`src/cddd_pkg.sv`:
```
package cddd_pkg;

    localparam int DAY_W   = 5;
    localparam int MONTH_W = 4;
    localparam int YEAR_W  = 14;
    localparam int COUNT_W = 22;

    // Shifted year (year + 400) and the day number both need one bit more.
    localparam int YY_W    = YEAR_W + 1;
    localparam int DNUM_W  = 23;
    localparam int DOY_W   = 9;

    localparam int YEAR_OFFSET = 400;
    localparam int DAYS_PER_YEAR = 365;

    // x / 25 is taken as (x * 5243) >> 17, exact for every x below 43690.
    localparam int RECIP25     = 5243;
    localparam int RECIP_SHIFT = 17;
    localparam int PROD_W      = 26;
    localparam int QUOT_W      = 8;
    localparam int CHK_W       = 13;

    localparam logic [COUNT_W-1:0] COUNT_MAX = {COUNT_W{1'b1}};

    typedef struct packed {
        logic [DAY_W-1:0]   day;
        logic [MONTH_W-1:0] month;
        logic [YEAR_W-1:0]  year;
    } date_t;

    typedef struct packed {
        logic              ok;
        logic [DNUM_W-1:0] num;
    } date_num_t;

    // Days in a month; zero for a month code outside one to twelve.
    function automatic logic [DAY_W-1:0] month_days(input logic [MONTH_W-1:0] m,
                                                    input logic leap);
        logic [DAY_W-1:0] len;
        case (m)
            4'd1, 4'd3, 4'd5, 4'd7, 4'd8, 4'd10, 4'd12: len = 5'd31;
            4'd4, 4'd6, 4'd9, 4'd11:                    len = 5'd30;
            4'd2:                                       len = leap ? 5'd29 : 5'd28;
            default:                                    len = 5'd0;
        endcase
        return len;
    endfunction

    // Days before a month in a year that starts in March, (153 * mm + 2) / 5.
    function automatic logic [DOY_W-1:0] march_offset(input logic [MONTH_W-1:0] mm);
        logic [DOY_W-1:0] off;
        case (mm)
            4'd0:    off = 9'd0;
            4'd1:    off = 9'd31;
            4'd2:    off = 9'd61;
            4'd3:    off = 9'd92;
            4'd4:    off = 9'd122;
            4'd5:    off = 9'd153;
            4'd6:    off = 9'd184;
            4'd7:    off = 9'd214;
            4'd8:    off = 9'd245;
            4'd9:    off = 9'd275;
            4'd10:   off = 9'd306;
            4'd11:   off = 9'd337;
            default: off = 9'd0;
        endcase
        return off;
    endfunction

endpackage

```
`src/cddd_ifs.sv`:
```
interface cddd_in_if
    import cddd_pkg::*;
();
    logic               valid;
    logic               ready;
    logic [DAY_W-1:0]   start_day;
    logic [MONTH_W-1:0] start_month;
    logic [YEAR_W-1:0]  start_year;
    logic [DAY_W-1:0]   end_day;
    logic [MONTH_W-1:0] end_month;
    logic [YEAR_W-1:0]  end_year;
    logic               include_end;

    modport source (
        output valid, start_day, start_month, start_year,
               end_day, end_month, end_year, include_end,
        input  ready
    );

    modport sink (
        input  valid, start_day, start_month, start_year,
               end_day, end_month, end_year, include_end,
        output ready
    );
endinterface

interface cddd_out_if
    import cddd_pkg::*;
();
    logic               valid;
    logic               ready;
    logic [COUNT_W-1:0] day_count;
    logic               invalid_date;

    modport source (
        output valid, day_count, invalid_date,
        input  ready
    );

    modport sink (
        input  valid, day_count, invalid_date,
        output ready
    );
endinterface

```
`src/cddd_date_pipe.sv`:
```
module cddd_date_pipe
    import cddd_pkg::*;
(
    input  logic      clk,
    input  logic      en,
    input  date_t     date,
    output date_num_t result
);

    // Stage one: shifted year, March-based month and the reciprocal products.
    logic               early;
    logic [YY_W-1:0]    yy_next;
    logic [4:0]         mm_wide;
    logic [MONTH_W-1:0] mm_next;
    logic [PROD_W-1:0]  p100_next;
    logic [PROD_W-1:0]  p400_next;
    logic [PROD_W-1:0]  l100_next;
    logic [PROD_W-1:0]  l400_next;

    date_t              s1_date_reg;
    logic [YY_W-1:0]    s1_yy_reg;
    logic [MONTH_W-1:0] s1_mm_reg;
    logic [PROD_W-1:0]  s1_p100_reg;
    logic [PROD_W-1:0]  s1_p400_reg;
    logic [PROD_W-1:0]  s1_l100_reg;
    logic [PROD_W-1:0]  s1_l400_reg;

    always_comb
    begin
        early     = (date.month <= MONTH_W'(2));
        yy_next   = YY_W'(date.year) + YY_W'(YEAR_OFFSET) - YY_W'(early);
        mm_wide   = 5'(date.month) + (early ? 5'd12 : 5'd0) - 5'd3;
        mm_next   = mm_wide[MONTH_W-1:0];
        p100_next = PROD_W'(yy_next[YY_W-1:2]) * PROD_W'(RECIP25);
        p400_next = PROD_W'(yy_next[YY_W-1:4]) * PROD_W'(RECIP25);
        l100_next = PROD_W'(date.year[YEAR_W-1:2]) * PROD_W'(RECIP25);
        l400_next = PROD_W'(date.year[YEAR_W-1:4]) * PROD_W'(RECIP25);
    end

    always_ff @(posedge clk)
    begin
        if (en)
        begin
            s1_date_reg <= date;
            s1_yy_reg   <= yy_next;
            s1_mm_reg   <= mm_next;
            s1_p100_reg <= p100_next;
            s1_p400_reg <= p400_next;
            s1_l100_reg <= l100_next;
            s1_l400_reg <= l400_next;
        end
    end

    // Stage two: leap year, date check and day of the March-based year.
    logic [QUOT_W-1:0] q100_next;
    logic [QUOT_W-1:0] q400_next;
    logic [QUOT_W-1:0] lq100;
    logic [QUOT_W-1:0] lq400;
    logic              div4;
    logic              div100;
    logic              div400;
    logic              leap;
    logic [DAY_W-1:0]  mlen;
    logic              ok_next;
    logic [DOY_W-1:0]  doy_next;

    logic              s2_ok_reg;
    logic [DOY_W-1:0]  s2_doy_reg;
    logic [YY_W-1:0]   s2_yy_reg;
    logic [QUOT_W-1:0] s2_q100_reg;
    logic [QUOT_W-1:0] s2_q400_reg;

    always_comb
    begin
        q100_next = s1_p100_reg[RECIP_SHIFT +: QUOT_W];
        q400_next = s1_p400_reg[RECIP_SHIFT +: QUOT_W];
        lq100     = s1_l100_reg[RECIP_SHIFT +: QUOT_W];
        lq400     = s1_l400_reg[RECIP_SHIFT +: QUOT_W];
        div4      = (s1_date_reg.year[1:0] == 2'd0);
        div100    = div4 && (CHK_W'(s1_date_reg.year[YEAR_W-1:2])
                             == CHK_W'(lq100) * CHK_W'(25));
        div400    = (s1_date_reg.year[3:0] == 4'd0)
                    && (CHK_W'(s1_date_reg.year[YEAR_W-1:4]) == CHK_W'(lq400) * CHK_W'(25));
        leap      = (div4 && !div100) || div400;
        mlen      = month_days(s1_date_reg.month, leap);
        ok_next   = (s1_date_reg.day != DAY_W'(0)) && (s1_date_reg.day <= mlen);
        doy_next  = march_offset(s1_mm_reg) + DOY_W'(s1_date_reg.day) - DOY_W'(1);
    end

    always_ff @(posedge clk)
    begin
        if (en)
        begin
            s2_ok_reg   <= ok_next;
            s2_doy_reg  <= doy_next;
            s2_yy_reg   <= s1_yy_reg;
            s2_q100_reg <= q100_next;
            s2_q400_reg <= q400_next;
        end
    end

    // Stage three: closed-form day number.
    logic [DNUM_W:0] num_wide;
    date_num_t       s3_reg;

    always_comb
    begin
        num_wide = (DNUM_W+1)'(s2_yy_reg) * (DNUM_W+1)'(DAYS_PER_YEAR)
                   + (DNUM_W+1)'(s2_yy_reg[YY_W-1:2])
                   + (DNUM_W+1)'(s2_q400_reg)
                   - (DNUM_W+1)'(s2_q100_reg)
                   + (DNUM_W+1)'(s2_doy_reg);
    end

    always_ff @(posedge clk)
    begin
        if (en)
        begin
            s3_reg.ok  <= s2_ok_reg;
            s3_reg.num <= num_wide[DNUM_W-1:0];
        end
    end

    assign result = s3_reg;

endmodule

```
`src/calendar_date_difference_days_unit.sv`:
```
// Days between two Gregorian dates.
//
// The req channel carries one word per date pair: start and end day, month
// and year, and the include_end flag. The rsp channel returns one word for
// each: day_count and invalid_date. A bad month or day in either date gives
// invalid_date set and a count of zero; an end not after the start gives a
// count of include_end alone, and counts beyond 22 bits saturate.
//
// The unit is a four-stage pipeline: reciprocal products, leap year and date
// check, day number, then subtraction into the output register. While rsp
// is not stalled a new word can be taken in every cycle, so throughput is
// one word per cycle.
//
// When the output register is full and not being taken, the whole
// pipeline holds and req.ready drops at once; nothing is lost or
// repeated. Reset clears all valid bits, so rsp.valid is low after reset.
module calendar_date_difference_days_unit
    import cddd_pkg::*;
(
    input  logic           clk,
    input  logic           rst_n,
    cddd_in_if.sink        req,
    cddd_out_if.source     rsp
);

    logic advance;
    logic v1_reg, v2_reg, v3_reg;
    logic inc1_reg, inc2_reg, inc3_reg;
    logic out_valid_reg;
    logic [COUNT_W-1:0] count_reg;
    logic invalid_reg;

    date_t     start_date;
    date_t     end_date;
    date_num_t start_num;
    date_num_t end_num;

    assign advance   = !out_valid_reg || rsp.ready;
    assign req.ready = advance;

    assign start_date = '{day: req.start_day, month: req.start_month, year: req.start_year};
    assign end_date   = '{day: req.end_day, month: req.end_month, year: req.end_year};

    cddd_date_pipe u_start
    (
        .clk    (clk),
        .en     (advance),
        .date   (start_date),
        .result (start_num)
    );

    cddd_date_pipe u_end
    (
        .clk    (clk),
        .en     (advance),
        .date   (end_date),
        .result (end_num)
    );

    always_ff @(posedge clk or negedge rst_n)
    begin
        if (!rst_n)
        begin
            v1_reg        <= 1'b0;
            v2_reg        <= 1'b0;
            v3_reg        <= 1'b0;
            out_valid_reg <= 1'b0;
        end
        else if (advance)
        begin
            v1_reg        <= req.valid;
            v2_reg        <= v1_reg;
            v3_reg        <= v2_reg;
            out_valid_reg <= v3_reg;
        end
    end

    // Final stage: difference, include flag and saturation.
    logic               both_ok;
    logic [DNUM_W-1:0]  diff;
    logic [DNUM_W:0]    sum;
    logic [COUNT_W-1:0] count_next;

    always_comb
    begin
        both_ok = start_num.ok && end_num.ok;
        diff    = (start_num.num < end_num.num) ? (end_num.num - start_num.num)
                                                : DNUM_W'(0);
        sum     = (DNUM_W+1)'(diff) + (DNUM_W+1)'(inc3_reg);
        if (!both_ok)
            count_next = COUNT_W'(0);
        else if (sum > (DNUM_W+1)'(COUNT_MAX))
            count_next = COUNT_MAX;
        else
            count_next = sum[COUNT_W-1:0];
    end

    always_ff @(posedge clk)
    begin
        if (advance)
        begin
            inc1_reg    <= req.include_end;
            inc2_reg    <= inc1_reg;
            inc3_reg    <= inc2_reg;
            count_reg   <= count_next;
            invalid_reg <= !both_ok;
        end
    end

    assign rsp.valid        = out_valid_reg;
    assign rsp.day_count    = count_reg;
    assign rsp.invalid_date = invalid_reg;

    a_invalid_zero: assert property (@(posedge clk) disable iff (!rst_n)
        out_valid_reg && invalid_reg |-> count_reg == COUNT_W'(0))
        else $error("invalid date word carries a nonzero count");

    a_stall_holds: assert property (@(posedge clk) disable iff (!rst_n)
        !advance |=> $stable({v1_reg, v2_reg, v3_reg, out_valid_reg}))
        else $error("pipeline moved while the output was stalled");

    a_word_arrives: assert property (@(posedge clk) disable iff (!rst_n)
        advance && v3_reg |=> out_valid_reg)
        else $error("word lost between the last stage and the output");

endmodule

```
`src/flat_wrapper.sv`:
```
// flat-port wrapper written by rule: the top's interface ports become plain ports
module calendar_date_difference_days_unit_flat import cddd_pkg::*;
  (clk, rst_n, req_valid, req_start_day, req_start_month, req_start_year, req_end_day, req_end_month, req_end_year, req_include_end, req_ready, rsp_valid, rsp_day_count, rsp_invalid_date, rsp_ready);
  cddd_in_if req_i ();
  cddd_out_if rsp_i ();
  input  logic clk;
  input  logic rst_n;
  input wire logic [$bits(req_i.valid)-1:0] req_valid;
  input wire logic [$bits(req_i.start_day)-1:0] req_start_day;
  input wire logic [$bits(req_i.start_month)-1:0] req_start_month;
  input wire logic [$bits(req_i.start_year)-1:0] req_start_year;
  input wire logic [$bits(req_i.end_day)-1:0] req_end_day;
  input wire logic [$bits(req_i.end_month)-1:0] req_end_month;
  input wire logic [$bits(req_i.end_year)-1:0] req_end_year;
  input wire logic [$bits(req_i.include_end)-1:0] req_include_end;
  output wire logic [$bits(req_i.ready)-1:0] req_ready;
  output wire logic [$bits(rsp_i.valid)-1:0] rsp_valid;
  output wire logic [$bits(rsp_i.day_count)-1:0] rsp_day_count;
  output wire logic [$bits(rsp_i.invalid_date)-1:0] rsp_invalid_date;
  input wire logic [$bits(rsp_i.ready)-1:0] rsp_ready;
  assign req_i.valid = req_valid;
  assign req_i.start_day = req_start_day;
  assign req_i.start_month = req_start_month;
  assign req_i.start_year = req_start_year;
  assign req_i.end_day = req_end_day;
  assign req_i.end_month = req_end_month;
  assign req_i.end_year = req_end_year;
  assign req_i.include_end = req_include_end;
  assign req_ready = req_i.ready;
  assign rsp_valid = rsp_i.valid;
  assign rsp_day_count = rsp_i.day_count;
  assign rsp_invalid_date = rsp_i.invalid_date;
  assign rsp_i.ready = rsp_ready;
  calendar_date_difference_days_unit u_core (.clk(clk), .rst_n(rst_n), .req(req_i), .rsp(rsp_i));
endmodule
```
`config.mk`:
```
export PLATFORM = sky130hd
export DESIGN_NAME = calendar_date_difference_days_unit_flat
export DESIGN_NICKNAME = d
export VERILOG_FILES = /design/src/cddd_pkg.sv /design/src/cddd_ifs.sv /design/src/cddd_date_pipe.sv /design/src/calendar_date_difference_days_unit.sv /design/src/flat_wrapper.sv
export SDC_FILE = /design/constraint.sdc
export NUM_CORES = 2
export LEC_CHECK = 0
export ABC_AREA = 1
export BUFFER_PORTS_ARGS = -buffer_cell sky130_fd_sc_hd__buf_2
export CORE_UTILIZATION = 50
export CTS_CLUSTER_DIAMETER = 100
export DETAILED_ROUTE_END_ITERATION = 8
export PLACE_DENSITY = 0.66
export SYNTH_ARGS = -nofsm -noshare
export SYNTH_HDL_FRONTEND = slang
export SYNTH_SLANG_ARGS = --single-unit
```
`constraint.sdc`:
```
create_clock -name clk -period 11.2 [get_ports clk]
set_input_delay 0.56 -clock clk [delete_from_list [all_inputs] [get_ports clk]]
set_output_delay 0.56 -clock clk [all_outputs]
set_load 0.02 [all_outputs]
```
==> impl_metrics.tcl <==
set metrics [dict create \
    cts_root_buf "clkbuf_16" \
    fmax_mhz 129 \
    crit_arrival_ps 8080 \
    first_iter_violations 1324 \
    syn_inst 4626 \
    grt_pass1_vias 30400 \
    clock_skew_ps 24.4 \
    wl_um 91500 \
    r2r-start "u_core.u_start.s2_yy_reg[7]$_DFFE_PN_" \
    synthAdderAreaFrac 0.480 \
    critPathMaxStageDelay_ps 560 \
    layout_commonest_cell "inv_1" \
    final_layout_size_suffix_gt1_frac 0.0475 \
    grt_pass1_wl_um 153000 \
    worst_skew_pair.late_latency_ps 590 \
    cp_common_cell "inv_1" \
    antenna-diode-count 0 \
    grt_usage 0.212 \
    initial_core_util 0.507 \
    vias 29400 \
    gp_congestion 0.935 \
    cp_num_buf_inv 11 \
    io_buffers 75 \
    worstSetupPathType "primary input to flip-flop" \
    syn_area_mm2 0.0441 \
    clk_path_buf_depth 3 \
    syn_nets 6066 \
    dieArea_mm2 0.0894 \
    synth_top_family_by_area "adder cells" \
    cp.required_ps 11520 \
    wire_per_inst_um 15.4 \
    slew_headroom 0.296 \
    rows 108 \
    crit_fanout 6 \
    outcome "finished clean" \
    drv_cap 0 \
    min_period_ps 7760 \
    vias_per_cell 4.96 \
    dr.pass1.iters 5 \
    crit_path_end_kind "flip-flop" \
    hold_viol 0 \
    drv_slew 0 \
    clk_pin_slew_worst_paths_ps 60 \
    die_h_um 299 \
    yosysUniqueCellTypes 53 \
    synth_simple_gate_area_frac 0.0974 \
    reg2reg_slack_ps 5450 \
    min_to "u_core.u_end.s1_date_reg[16]$_DFFE_PN_" \
    drc 0 \
    avgSynthCellArea_um2 9.54 \
    synth_seq_cells 318 \
    grt_max_degree 153 \
    place_hpwl_um 79100 \
    ctsHtreeMaxLevel 2 \
    die_w_um 299 \
    ioPinCount 76 \
    crit_family "adder cells" \
    synth_compound_area_frac 0.0596 \
    hp-start "req_end_month[2]" \
    coreArea_mm2 0.0870 \
    antenna_found_initial 3 \
    synth-xor-area-share 0.0405 \
    grt_overflow 0 \
    cp-start-kind "primary input" \
    n_fill_cell 7822 \
    ys_seq_area_frac 0.212 \
    cts_tree "yes" \
    ant_nets 0 \
    synthFlopType "edfxtp_1" \
    final_cell_mix "inv_1 (1269), ha_1 (886), fa_1 (503)" \
    hold_depth 1 \
    rsz0062_at_grt "false" \
    reg2reg_depth 17 \
    min_path_type "primary input to flip-flop" \
    tns_ps 0 \
    syn2layout_area_growth_pct 7.47 \
    ys_async_sr_fraction 0.0126 \
    setup_violations 0 \
    synth_edf_count 296 \
    clock-sinks 318 \
    synth_warnings 0 \
    slowest_stage "fa_1" \
    period_share 0.693 \
    final_nets 6181 \
    tightestPinTransition_ps 1050 \
    synthMuxAreaShare 0 \
    cts_made_buffers 41 \
    timing.rr.end "u_core.u_start.result[22]$_DFFE_PN_" \
]
-- cells by family (layout without fill, tap and decap cells) --
| family | Yosys count | count (layout) |
|---|---|---|
| compound gates | 473 | 473 |
| xor+xnor | 204 | 204 |
| simple gates | 954 | 954 |
| fa+ha+maj | 1389 | 1389 |
| flops | 318 | 318 |
| buf+inv | 1288 | 1436 |
-- how the worst max path moves through the flow --
stage                  startpoint                                       end  slack [ps]  cells past startpoint
2_1_floorplan           rsp_ready                                 flip-flop         660                     10
3_3_place_gp   req_start_month[2]  u_core.u_start.s1_p100_reg[24]$_DFFE_PN_        3020                     43
3_5_place_dp   req_start_month[2]  u_core.u_start.s1_p100_reg[24]$_DFFE_PN_        2870                     43
4_1_cts        req_start_month[2]  u_core.u_start.s1_p100_reg[24]$_DFFE_PN_        3480                     43
5_1_grt        req_start_month[2]  u_core.u_start.s1_p100_reg[24]$_DFFE_PN_        2860                     43
6_report       req_start_month[2]  u_core.u_start.s1_p100_reg[24]$_DFFE_PN_        3440                     43
-- layout make-up --
cell class | instances | area, um2 | area share
well taps | 1155 | 1450 | 0.0305
clock buffers | 45 | 1060 | 0.0224
inverters | 1275 | 4790 | 0.101
clock inverters | 31 | 409 | 0.00863
flip-flops and latches | 318 | 9350 | 0.197
multi-input cells | 3020 | 29900 | 0.630
repair buffers | 85 | 478 | 0.0101
-- timing repair --
item                      in CTS  in global routing
gates resized for setup        0                  0
hold buffers                   1                  0
hold endpoints to repair       4                  0
setup buffers                  0                  0
-- through the flow --
step	cell area, um2	std cells	hold slack, ps	setup slack [ps]	util
floorplan	44100	4626	264	656	-
global placement	45900	5852	368	3020	0.528
detailed placement	45900	5852	369	2870	0.528
CTS	47400	5929	101	3480	0.545
global route	47400	5929	128	2860	0.545
finish	47400	5929	156	3440	0.545
-- synthesized netlist by cell type (6+ instances only) --
cell type	number	area, um2
o21ai_0	122	611
o21a_1	11	82.6
nor2_4	11	124
a31oi_1	9	56.3
nand3b_1	11	82.6
xor2_1	141	1230
nand2_1	499	1870
nor4_1	13	81.3
ha_1	886	11100
nand3_1	111	556
o31ai_1	6	45.0
nand3_2	7	70.1
a211oi_1	10	75.1
dfxtp_1	18	360
nor3_1	29	145
a21o_1	13	97.6
edfxtp_1	296	8890
a21oi_1	246	1230
nand3_4	6	105
inv_1	1269	4760
nand2_2	9	56.3
or2_2	17	106
o211ai_1	10	75.1
xnor2_1	63	552
nor2_2	9	56.3
nand4_1	49	307
nor2_1	175	657
a21boi_0	9	67.6
o21bai_1	11	82.6
fa_1	503	10100
-- metal layers --
metal	wire, um	share of wire	up-vias	global-route usage
li1	-	-	14900	-
met1	43400	0.47	14100	0.289
met2	43800	0.48	357	0.364
met3	2540	0.028	89	0.0211
met4	1710	0.019	2	0.0457
met5	12	0.00013	-	0
Power is not shown: default switching activity piles up to over one toggle a cycle in this logic, so the estimate is an artifact.
